--- src/elevator_group_dispatcher_top_macros.svh ---
// assertion macros shared by the elevator group dispatcher
`ifndef ELEVATOR_GROUP_DISPATCHER_TOP_MACROS_SVH
`define ELEVATOR_GROUP_DISPATCHER_TOP_MACROS_SVH

// same-cycle implication, checked out of reset
`define EGD_ASSERT_NOW(lbl, clk, rstn, ante, cons, msg) \
    lbl: assert property (@(posedge clk) disable iff (!(rstn)) (ante) |-> (cons)) \
        else $error(msg);

// next-cycle implication, checked out of reset
`define EGD_ASSERT_NEXT(lbl, clk, rstn, ante, cons, msg) \
    lbl: assert property (@(posedge clk) disable iff (!(rstn)) (ante) |=> (cons)) \
        else $error(msg);

`endif

--- src/egd_pkg.sv ---
// shared types, codes and sizes of the elevator group dispatcher
package egd_pkg;

    localparam int NUM_CARS   = 4;
    localparam int NUM_FLOORS = 16;
    localparam int CAR_W      = 2;
    localparam int FLOOR_W    = 4;

    localparam logic FUNC_REQUEST = 1'b0;
    localparam logic FUNC_TICK    = 1'b1;

    localparam logic KIND_ANSWER = 1'b0;
    localparam logic KIND_REPORT = 1'b1;

    localparam logic [1:0] ST_ASSIGNED = 2'd0;
    localparam logic [1:0] ST_NO_IDLE  = 2'd1;
    localparam logic [1:0] ST_INVALID  = 2'd2;

    typedef enum logic [1:0] {
        S_IDLE,
        S_SCAN,
        S_ANSWER,
        S_REPORT
    } state_t;

    typedef struct packed {
        logic req_load;
        logic scan_step;
        logic answer;
        logic tick_update;
        logic report;
    } cmd_t;

    typedef struct packed {
        logic cnt_last;
        logic out_free;
    } sts_t;

    typedef struct packed {
        logic [FLOOR_W-1:0] floor_now;
        logic [FLOOR_W-1:0] target_floor;
        logic [FLOOR_W-1:0] pending_dest;
        logic               busy;
        logic               leg_pending;
    } car_t;

    typedef struct packed {
        logic               kind;
        logic [1:0]         status;
        logic [CAR_W-1:0]   car_index;
        logic [FLOOR_W-1:0] car_floor;
        logic               car_busy;
        logic               car_arrived;
        logic               any_moving;
        logic               last;
    } res_t;

endpackage

--- src/egd_ctrl.sv ---
// controller state machine: sequences request scans and tick reports
module egd_ctrl (
    input  logic          aclk,
    input  logic          aresetn,
    input  logic          in_valid,
    input  logic          in_func,
    input  egd_pkg::sts_t sts,
    output logic          in_ready,
    output egd_pkg::cmd_t cmd
);

    egd_pkg::state_t state_reg, state_next;

    always_ff @(posedge aclk) begin
        if (!aresetn) begin
            state_reg <= egd_pkg::S_IDLE;
        end else begin
            state_reg <= state_next;
        end
    end

    always_comb begin
        state_next = state_reg;
        cmd        = '0;
        in_ready   = 1'b0;
        case (state_reg)
            egd_pkg::S_IDLE: begin
                in_ready = 1'b1;
                if (in_valid) begin
                    if (in_func == egd_pkg::FUNC_TICK) begin
                        cmd.tick_update = 1'b1;
                        state_next      = egd_pkg::S_REPORT;
                    end else begin
                        cmd.req_load = 1'b1;
                        state_next   = egd_pkg::S_SCAN;
                    end
                end
            end
            egd_pkg::S_SCAN: begin
                cmd.scan_step = 1'b1;
                if (sts.cnt_last) begin
                    state_next = egd_pkg::S_ANSWER;
                end
            end
            egd_pkg::S_ANSWER: begin
                if (sts.out_free) begin
                    cmd.answer = 1'b1;
                    state_next = egd_pkg::S_IDLE;
                end
            end
            egd_pkg::S_REPORT: begin
                if (sts.out_free) begin
                    cmd.report = 1'b1;
                    if (sts.cnt_last) begin
                        state_next = egd_pkg::S_IDLE;
                    end
                end
            end
            default: begin
                state_next = egd_pkg::S_IDLE;
            end
        endcase
    end

endmodule

--- src/egd_datapath.sv ---
// car state, nearest-idle scan, tick motion and result register
module egd_datapath (
    input  logic                        aclk,
    input  logic                        aresetn,
    input  egd_pkg::cmd_t               cmd,
    input  logic [egd_pkg::FLOOR_W-1:0] pickup_floor,
    input  logic [egd_pkg::FLOOR_W-1:0] dest_floor,
    input  logic                        out_ready,
    output egd_pkg::sts_t               sts,
    output logic                        out_valid,
    output egd_pkg::res_t               res
);

    egd_pkg::car_t cars_reg [egd_pkg::NUM_CARS];
    egd_pkg::car_t cars_next [egd_pkg::NUM_CARS];
    logic          arrived_reg [egd_pkg::NUM_CARS];
    logic          arrived_next [egd_pkg::NUM_CARS];

    logic [egd_pkg::CAR_W-1:0]   cnt_reg;
    logic [egd_pkg::FLOOR_W-1:0] pick_reg;
    logic [egd_pkg::FLOOR_W-1:0] dest_reg;
    logic                        bad_reg;
    logic                        best_valid_reg;
    logic [egd_pkg::CAR_W-1:0]   best_idx_reg;
    logic [egd_pkg::FLOOR_W-1:0] best_dist_reg;
    logic [egd_pkg::FLOOR_W-1:0] best_floor_reg;
    logic                        out_valid_reg;
    egd_pkg::res_t               res_reg;
    egd_pkg::res_t               res_next;

    egd_pkg::car_t               cur_car;
    logic [egd_pkg::FLOOR_W-1:0] cur_dist;
    logic                        cur_better;
    logic                        any_busy;
    logic                        out_free;
    logic                        cnt_last;

    // one tick of motion for one car
    function automatic egd_pkg::car_t car_tick(input egd_pkg::car_t c_in);
        egd_pkg::car_t c;
        c = c_in;
        if (c.busy) begin
            if (c.leg_pending && c.floor_now == c.target_floor) begin
                c.target_floor = c.pending_dest;
                c.leg_pending  = 1'b0;
            end
            if (c.floor_now < c.target_floor) begin
                c.floor_now = c.floor_now + 1'b1;
            end else if (c.floor_now > c.target_floor) begin
                c.floor_now = c.floor_now - 1'b1;
            end
            if (c.leg_pending && c.floor_now == c.target_floor) begin
                c.target_floor = c.pending_dest;
                c.leg_pending  = 1'b0;
            end
            if (c.floor_now == c.target_floor && !c.leg_pending) begin
                c.busy = 1'b0;
            end
        end
        return c;
    endfunction

    assign cur_car  = cars_reg[cnt_reg];
    assign cur_dist = (cur_car.floor_now > pick_reg) ? cur_car.floor_now - pick_reg
                                                     : pick_reg - cur_car.floor_now;
    assign cur_better = !cur_car.busy && (!best_valid_reg || cur_dist < best_dist_reg);
    assign cnt_last   = (cnt_reg == egd_pkg::CAR_W'(egd_pkg::NUM_CARS - 1));
    assign out_free   = !out_valid_reg || out_ready;

    always_comb begin
        any_busy = 1'b0;
        for (int i = 0; i < egd_pkg::NUM_CARS; i++) begin
            any_busy = any_busy | cars_reg[i].busy;
        end
    end

    // next car state
    always_comb begin
        for (int i = 0; i < egd_pkg::NUM_CARS; i++) begin
            cars_next[i]    = cars_reg[i];
            arrived_next[i] = arrived_reg[i];
            if (cmd.tick_update) begin
                cars_next[i]    = car_tick(cars_reg[i]);
                arrived_next[i] = cars_reg[i].busy && !cars_next[i].busy;
            end
        end
        if (cmd.answer && !bad_reg && best_valid_reg) begin
            cars_next[best_idx_reg].target_floor = pick_reg;
            cars_next[best_idx_reg].pending_dest = dest_reg;
            cars_next[best_idx_reg].leg_pending  = 1'b1;
            cars_next[best_idx_reg].busy         = 1'b1;
        end
    end

    // next result
    always_comb begin
        res_next            = '0;
        res_next.any_moving = any_busy;
        if (cmd.report) begin
            res_next.kind        = egd_pkg::KIND_REPORT;
            res_next.status      = egd_pkg::ST_ASSIGNED;
            res_next.car_index   = cnt_reg;
            res_next.car_floor   = cur_car.floor_now;
            res_next.car_busy    = cur_car.busy;
            res_next.car_arrived = arrived_reg[cnt_reg];
            res_next.last        = cnt_last;
        end else begin
            res_next.kind = egd_pkg::KIND_ANSWER;
            res_next.last = 1'b1;
            if (bad_reg) begin
                res_next.status = egd_pkg::ST_INVALID;
            end else if (!best_valid_reg) begin
                res_next.status = egd_pkg::ST_NO_IDLE;
            end else begin
                res_next.status     = egd_pkg::ST_ASSIGNED;
                res_next.car_index  = best_idx_reg;
                res_next.car_floor  = best_floor_reg;
                res_next.car_busy   = 1'b1;
                res_next.any_moving = 1'b1;
            end
        end
    end

    always_ff @(posedge aclk) begin
        if (!aresetn) begin
            for (int i = 0; i < egd_pkg::NUM_CARS; i++) begin
                cars_reg[i]    <= '0;
                arrived_reg[i] <= 1'b0;
            end
            cnt_reg        <= '0;
            best_valid_reg <= 1'b0;
            out_valid_reg  <= 1'b0;
        end else begin
            for (int i = 0; i < egd_pkg::NUM_CARS; i++) begin
                cars_reg[i]    <= cars_next[i];
                arrived_reg[i] <= arrived_next[i];
            end
            if (cmd.req_load || cmd.tick_update) begin
                cnt_reg <= '0;
            end else if (cmd.scan_step || cmd.report) begin
                cnt_reg <= cnt_reg + 1'b1;
            end
            if (cmd.req_load) begin
                best_valid_reg <= 1'b0;
            end else if (cmd.scan_step && cur_better) begin
                best_valid_reg <= 1'b1;
            end
            if (cmd.answer || cmd.report) begin
                out_valid_reg <= 1'b1;
            end else if (out_ready) begin
                out_valid_reg <= 1'b0;
            end
        end
    end

    // payload registers
    always_ff @(posedge aclk) begin
        if (cmd.req_load) begin
            pick_reg <= pickup_floor;
            dest_reg <= dest_floor;
            bad_reg  <= ({1'b0, pickup_floor} >= (egd_pkg::FLOOR_W + 1)'(egd_pkg::NUM_FLOORS))
                     || ({1'b0, dest_floor} >= (egd_pkg::FLOOR_W + 1)'(egd_pkg::NUM_FLOORS));
        end
        if (cmd.scan_step && cur_better) begin
            best_idx_reg   <= cnt_reg;
            best_dist_reg  <= cur_dist;
            best_floor_reg <= cur_car.floor_now;
        end
        if (cmd.answer || cmd.report) begin
            res_reg <= res_next;
        end
    end

    assign sts.cnt_last = cnt_last;
    assign sts.out_free = out_free;
    assign out_valid    = out_valid_reg;
    assign res          = res_reg;

endmodule

--- src/elevator_group_dispatcher_top.sv ---
// Elevator group dispatcher, top level. Takes request items (tuser 0: pickup and
// destination floor) and tick items (tuser 1). A request is checked against the floor
// count, then a scan visits one car per cycle to find the idle car nearest the pickup
// floor (ties to the lowest index); one answer follows once the output register is free,
// and the next item is taken only after that answer is loaded. A tick moves every busy
// car by at most one floor (pickup first, then destination) and then sends one report
// per car, one per cycle while the output register is free, the last marked by tlast;
// the next item is taken only after the last report is loaded. The sequencer walks the
// car registers one car at a time; a result held in the output register does not hold
// back acceptance of the next request, but a new result waits until the output register
// is free.
`include "elevator_group_dispatcher_top_macros.svh"

module elevator_group_dispatcher_top (
    input  logic        aclk,
    input  logic        aresetn,
    // request channel
    input  logic        s_tvalid,
    output logic        s_tready,
    input  logic [7:0]  s_tdata,   // [3:0] pickup_floor, [7:4] dest_floor
    input  logic        s_tuser,   // [0] func
    // result channel
    output logic        m_tvalid,
    input  logic        m_tready,
    output logic [15:0] m_tdata,   // [1:0] status, [3:2] car_index, [7:4] car_floor,
                                   // [8] car_busy, [9] car_arrived, [10] any_moving
    output logic        m_tuser,   // [0] kind
    output logic        m_tlast    // last result of this request or tick
);

    egd_pkg::cmd_t cmd;
    egd_pkg::sts_t sts;
    egd_pkg::res_t res;

    // sequencer
    egd_ctrl u_ctrl (
        .aclk     (aclk),
        .aresetn  (aresetn),
        .in_valid (s_tvalid),
        .in_func  (s_tuser),
        .sts      (sts),
        .in_ready (s_tready),
        .cmd      (cmd)
    );

    // car registers, scan and output register
    egd_datapath u_dp (
        .aclk         (aclk),
        .aresetn      (aresetn),
        .cmd          (cmd),
        .pickup_floor (s_tdata[3:0]),
        .dest_floor   (s_tdata[7:4]),
        .out_ready    (m_tready),
        .sts          (sts),
        .out_valid    (m_tvalid),
        .res          (res)
    );

    // pack result fields, lowest bit first
    assign m_tdata = {5'b0, res.any_moving, res.car_arrived, res.car_busy,
                      res.car_floor, res.car_index, res.status};
    assign m_tuser = res.kind;
    assign m_tlast = res.last;

    // a request answer is always the only and thus last result of its request
    `EGD_ASSERT_NOW(a_answer_last, aclk, aresetn,
        m_tvalid && m_tuser == egd_pkg::KIND_ANSWER, m_tlast,
        "request answer without tlast")

    // an assigned car is busy, so the group reports motion
    `EGD_ASSERT_NOW(a_assigned_moving, aclk, aresetn,
        m_tvalid && m_tuser == egd_pkg::KIND_ANSWER && m_tdata[1:0] == egd_pkg::ST_ASSIGNED,
        m_tdata[8] && m_tdata[10],
        "assigned answer without busy car")

    // the sequencer is busy in the cycle after taking a request
    `EGD_ASSERT_NEXT(a_one_at_a_time, aclk, aresetn,
        s_tvalid && s_tready, !s_tready,
        "request taken while previous one still in work")

endmodule

--- config.mk ---
export PLATFORM = sky130hd
export DESIGN_NAME = elevator_group_dispatcher_top
export DESIGN_NICKNAME = d
export VERILOG_FILES = /design/src/egd_pkg.sv /design/src/egd_ctrl.sv /design/src/egd_datapath.sv /design/src/elevator_group_dispatcher_top.sv
export VERILOG_INCLUDE_DIRS = /design/src /design/src/src
export SDC_FILE = /design/constraint.sdc
export NUM_CORES = 1
export LEC_CHECK = 0
export BUFFER_PORTS_ARGS = -buffer_cell sky130_fd_sc_hd__buf_2
export CORE_MARGIN = 4
export CORE_UTILIZATION = 60
export DETAILED_ROUTE_END_ITERATION = 12
export PLACE_DENSITY = 0.86
export SKIP_LAST_GASP = 1
export SYNTH_ARGS = -nofsm -noshare
export SYNTH_HDL_FRONTEND = slang
export SYNTH_SLANG_ARGS = --single-unit
--- constraint.sdc ---
create_clock -name aclk -period 5.4 [get_ports aclk]
set_input_delay 0.81 -clock aclk [delete_from_list [all_inputs] [get_ports aclk]]
set_output_delay 0.81 -clock aclk [all_outputs]
set_load 0.02 [all_outputs]
==> parameters.txt <==
Parameter                              Value

Place
  Placed wire-length estimate after detailed placement ... 13400 um
  Routability-driven placement congestion ratio ... 0.988
  Count of input and output buffers ... 26
  Worst slack, placed ... 597 ps

Status
  Run status ... finished, final reports clean

STA
  Worst Clk Skew ... 5.56 ps
  Upper clock frequency limit ... 0.206 GHz
  Final min period ... 4870 ps
  Final hold viol count ... 0
  Max-slew violation count ... 0
  PnR worst setup slack ... 534 ps
  Setup TNS ... 0 ps
  Final Cycle Share ... 0.901
  Final setup vio count ... 0
  Worst slew margin relative to its limit ... 0.429
  Unrepaired setup endpoints after global routing ... no
  Slew at the pin with the worst max-slew slack ... 850 ps

Detailed routing
  Post-Route WL ... 18300 um
  Via Count ... 6598
  Final antenna-violating net count ... 0
  1st-iter DRT viols ... 568
  First-pass iteration count of the detailed router ... 5
  DRC viols ... 0
  Via-to-Cell Ratio ... 6.54
  Wire length per cell after detailed routing ... 18.1 um

Worst setup path
  Register-to-Register Setup Slack ... 530 ps
  Startpoint type of the worst setup path ... register
  Terminus of the critical flop-to-flop path ... u_dp.cars_reg[2][1]$_SDFF_PN0_
  Critical path peak fanout ... 7
  Signal arrival time at the worst endpoint ... 5100 ps
  R2R cell count ... 15
  Crit-path max cell delay ... 520 ps
  Crit path top cell by count ... mux2i_2
  Crit path capture type ... register
  Kind of critical path ... reg2reg
  Endpoint of the most critical setup path ... u_dp.cars_reg[2][1]$_SDFF_PN0_
  Data required time at the worst endpoint ... 5630 ps
  List of cells traversed by the critical path ... xor2_1, or3_1, or2_2, mux2i_1, ha_1, inv_1, or4_1, o21a_1, o31ai_4, mux2i_2, mux2i_2, nand4_2, a21o_1, a211o_1, o31a_1
  Max stage delay cell, worst path ... dfxtp_1

Power
  Power per Cell Area ... 209 nW/um2
  Static leakage power ... 0.00294 uW
  Maximum vdd ir drop ... 0.161 mV

Synthesis
  Main flop type after synthesis ... dfxtp_1
  Post-synthesis instance total ... 866
  Cell Area, Synth ... 7260 um2
  Async S/R FF share, synth ... 0
  Warning count from the yosys run ... 0
  Number of distinct library cell variants in the gate-level netlist after synthesis ... 87
  Synth Register Bits ... 98
  Portion of the post-synthesis area used by sequential elements ... 0.313
  Number of synthesized flops with an enable pin ... 31
  Mean cell area of the mapped netlist ... 8.38 um2

Global routing
  Vias in the first global route ... 6032
  Antenna violations before repair ... 0
  Total GRT Usage ... 0.261
  Remaining Overflow, GRT ... 0
  Maximum number of pins on one net before global-route repair ... 46
  Global-route wire length before repair ... 30100 um

CTS
  Clk Latency, worst-skew pair ... 340 ps
  Hold buffer count at CTS ... 0
  Number of setup buffers added after CTS ... 0
  CTS buffer count ... 9
  Post-CTS clock slew at the launch and capture registers of the worst setup and hold paths ... 70 ps
  CTS tree ... done
  H-tree lvl count ... 3
  Cells resized by post-CTS repair ... 0
  Max Root-Sink Buffers ... 2
  Master cell of the clock root buffer ... clkbuf_16
  Number of sinks handled by clock tree synthesis ... 98

Die
  Floorplan Core Area ... 11600 um2
  X dimension of the die ... 118 um
  Effective utilization at floorplan ... 0.625
  Ports placed on the boundary ... 33
  Vertical die dimension ... 118 um
  Cell Rows ... 39
  Die outline area ... 13900 um2

Cells and area
  Commonest non-fill, non-tap cells in the layout ... nand2_1, dfxtp_1, a21oi_1
  Antenna diodes ... 0
  Area overhead of the layout relative to synthesis ... 6.17%
  Nets ... 903
  Fraction of final layout cells with drive strength greater than 1 ... 0.0982
  Leading cell type in the layout, fill and taps excluded ... nand2_1

Min path
  Class of the tightest hold or removal check ... reg2reg

Job
  # Max-Cap Violations ... 0
routing by layer:
metal  part of all wire  routed length, um  global-route usage  up-vias
met3              0.089               1620              0.0428       66
li1                   -                  -                   -     3115
met5                  0                  0                   0        -
met4              0.044                803               0.123        0
met2               0.45               8320               0.423      332
met1               0.41               7550               0.341     3085
where the power goes:
part / internal [uW] / total (uW) / switching (uW)
registers: 782 / 806 / 24.0
logic: 46.6 / 131 / 84.2
clock network: 403 / 674 / 272
Yosys cell counts (11+ instances only):
master | number | share of area
a21oi_1 | 63 | 0.043
a31oi_1 | 14 | 0.012
and3_1 | 14 | 0.012
buf_2 | 11 | 0.0076
clkbuf_1 | 35 | 0.018
dfxtp_1 | 67 | 0.18
edfxtp_1 | 31 | 0.13
ha_1 | 27 | 0.047
inv_1 | 40 | 0.021
mux2i_1 | 34 | 0.047
nand2_1 | 104 | 0.054
nand3_1 | 26 | 0.018
nor2_1 | 58 | 0.030
nor3_1 | 15 | 0.010
o21ai_0 | 48 | 0.033
or3_1 | 13 | 0.011
xnor2_1 | 43 | 0.052
xor2_1 | 22 | 0.027
cell type report:
type	count	area, um2
tap	143	179
fill	963	3910
clock inverter	6	81.3
multi-input combinational	676	4590
inverter	41	154
clock buffer	10	229
timing repair buffer	35	198
sequential	98	2270
critical path, delay by kind of cell (launching register included):
| kind | cells | cell delay (ps) |
|---|---|---|
| buf+inv | 1 | 80 |
| fa+ha+maj | 1 | 330 |
| compound gates | 5 | 1060 |
| simple gates | 4 | 1580 |
| xor+xnor | 1 | 170 |
| flops | 1 | 520 |
| mux | 3 | 1020 |
kinds of logic (layout without fill, tap and decap cells):
| family | Yosys count | count (layout) | synth area share |
|---|---|---|---|
| and+or+nand+nor | 302 | 302 | 0.205 |
| AOI/OAI and AO/OA | 223 | 223 | 0.206 |
| DFF | 98 | 98 | 0.313 |
| buffers and inverters | 97 | 92 | 0.0567 |
| xor gates and xnor gates | 68 | 68 | 0.0869 |
| muxes | 48 | 48 | 0.0791 |
| adders and majority gates | 29 | 29 | 0.0521 |
| other | 1 | 6 | 0.000517 |
worst min-delay path by stage:
stage	start	end	slack, ps	depth (start not counted)
final	register	register	510	2
after global routing	register	register	530	2
after CTS	register	register	500	2
after detailed placement	register	register	490	2
after global placement	register	register	490	2
after floorplan	u_dp.arrived_reg[1]$_DFF_P_	u_dp.arrived_reg[1]$_DFF_P_	440	2
stage by stage:
stage	utilization	cells	hold WS [ps]	total power (uW)	instance area [um2]
after floorplan	-	871	438	914	7280
after global placement	0.637	993	489	946	7400
after detailed placement	0.637	993	492	951	7400
after CTS	0.664	1009	501	1610	7710
after global routing	0.664	1009	530	1660	7710
final	0.664	1009	508	1610	7710
Power figures use the tool's default switching activity.
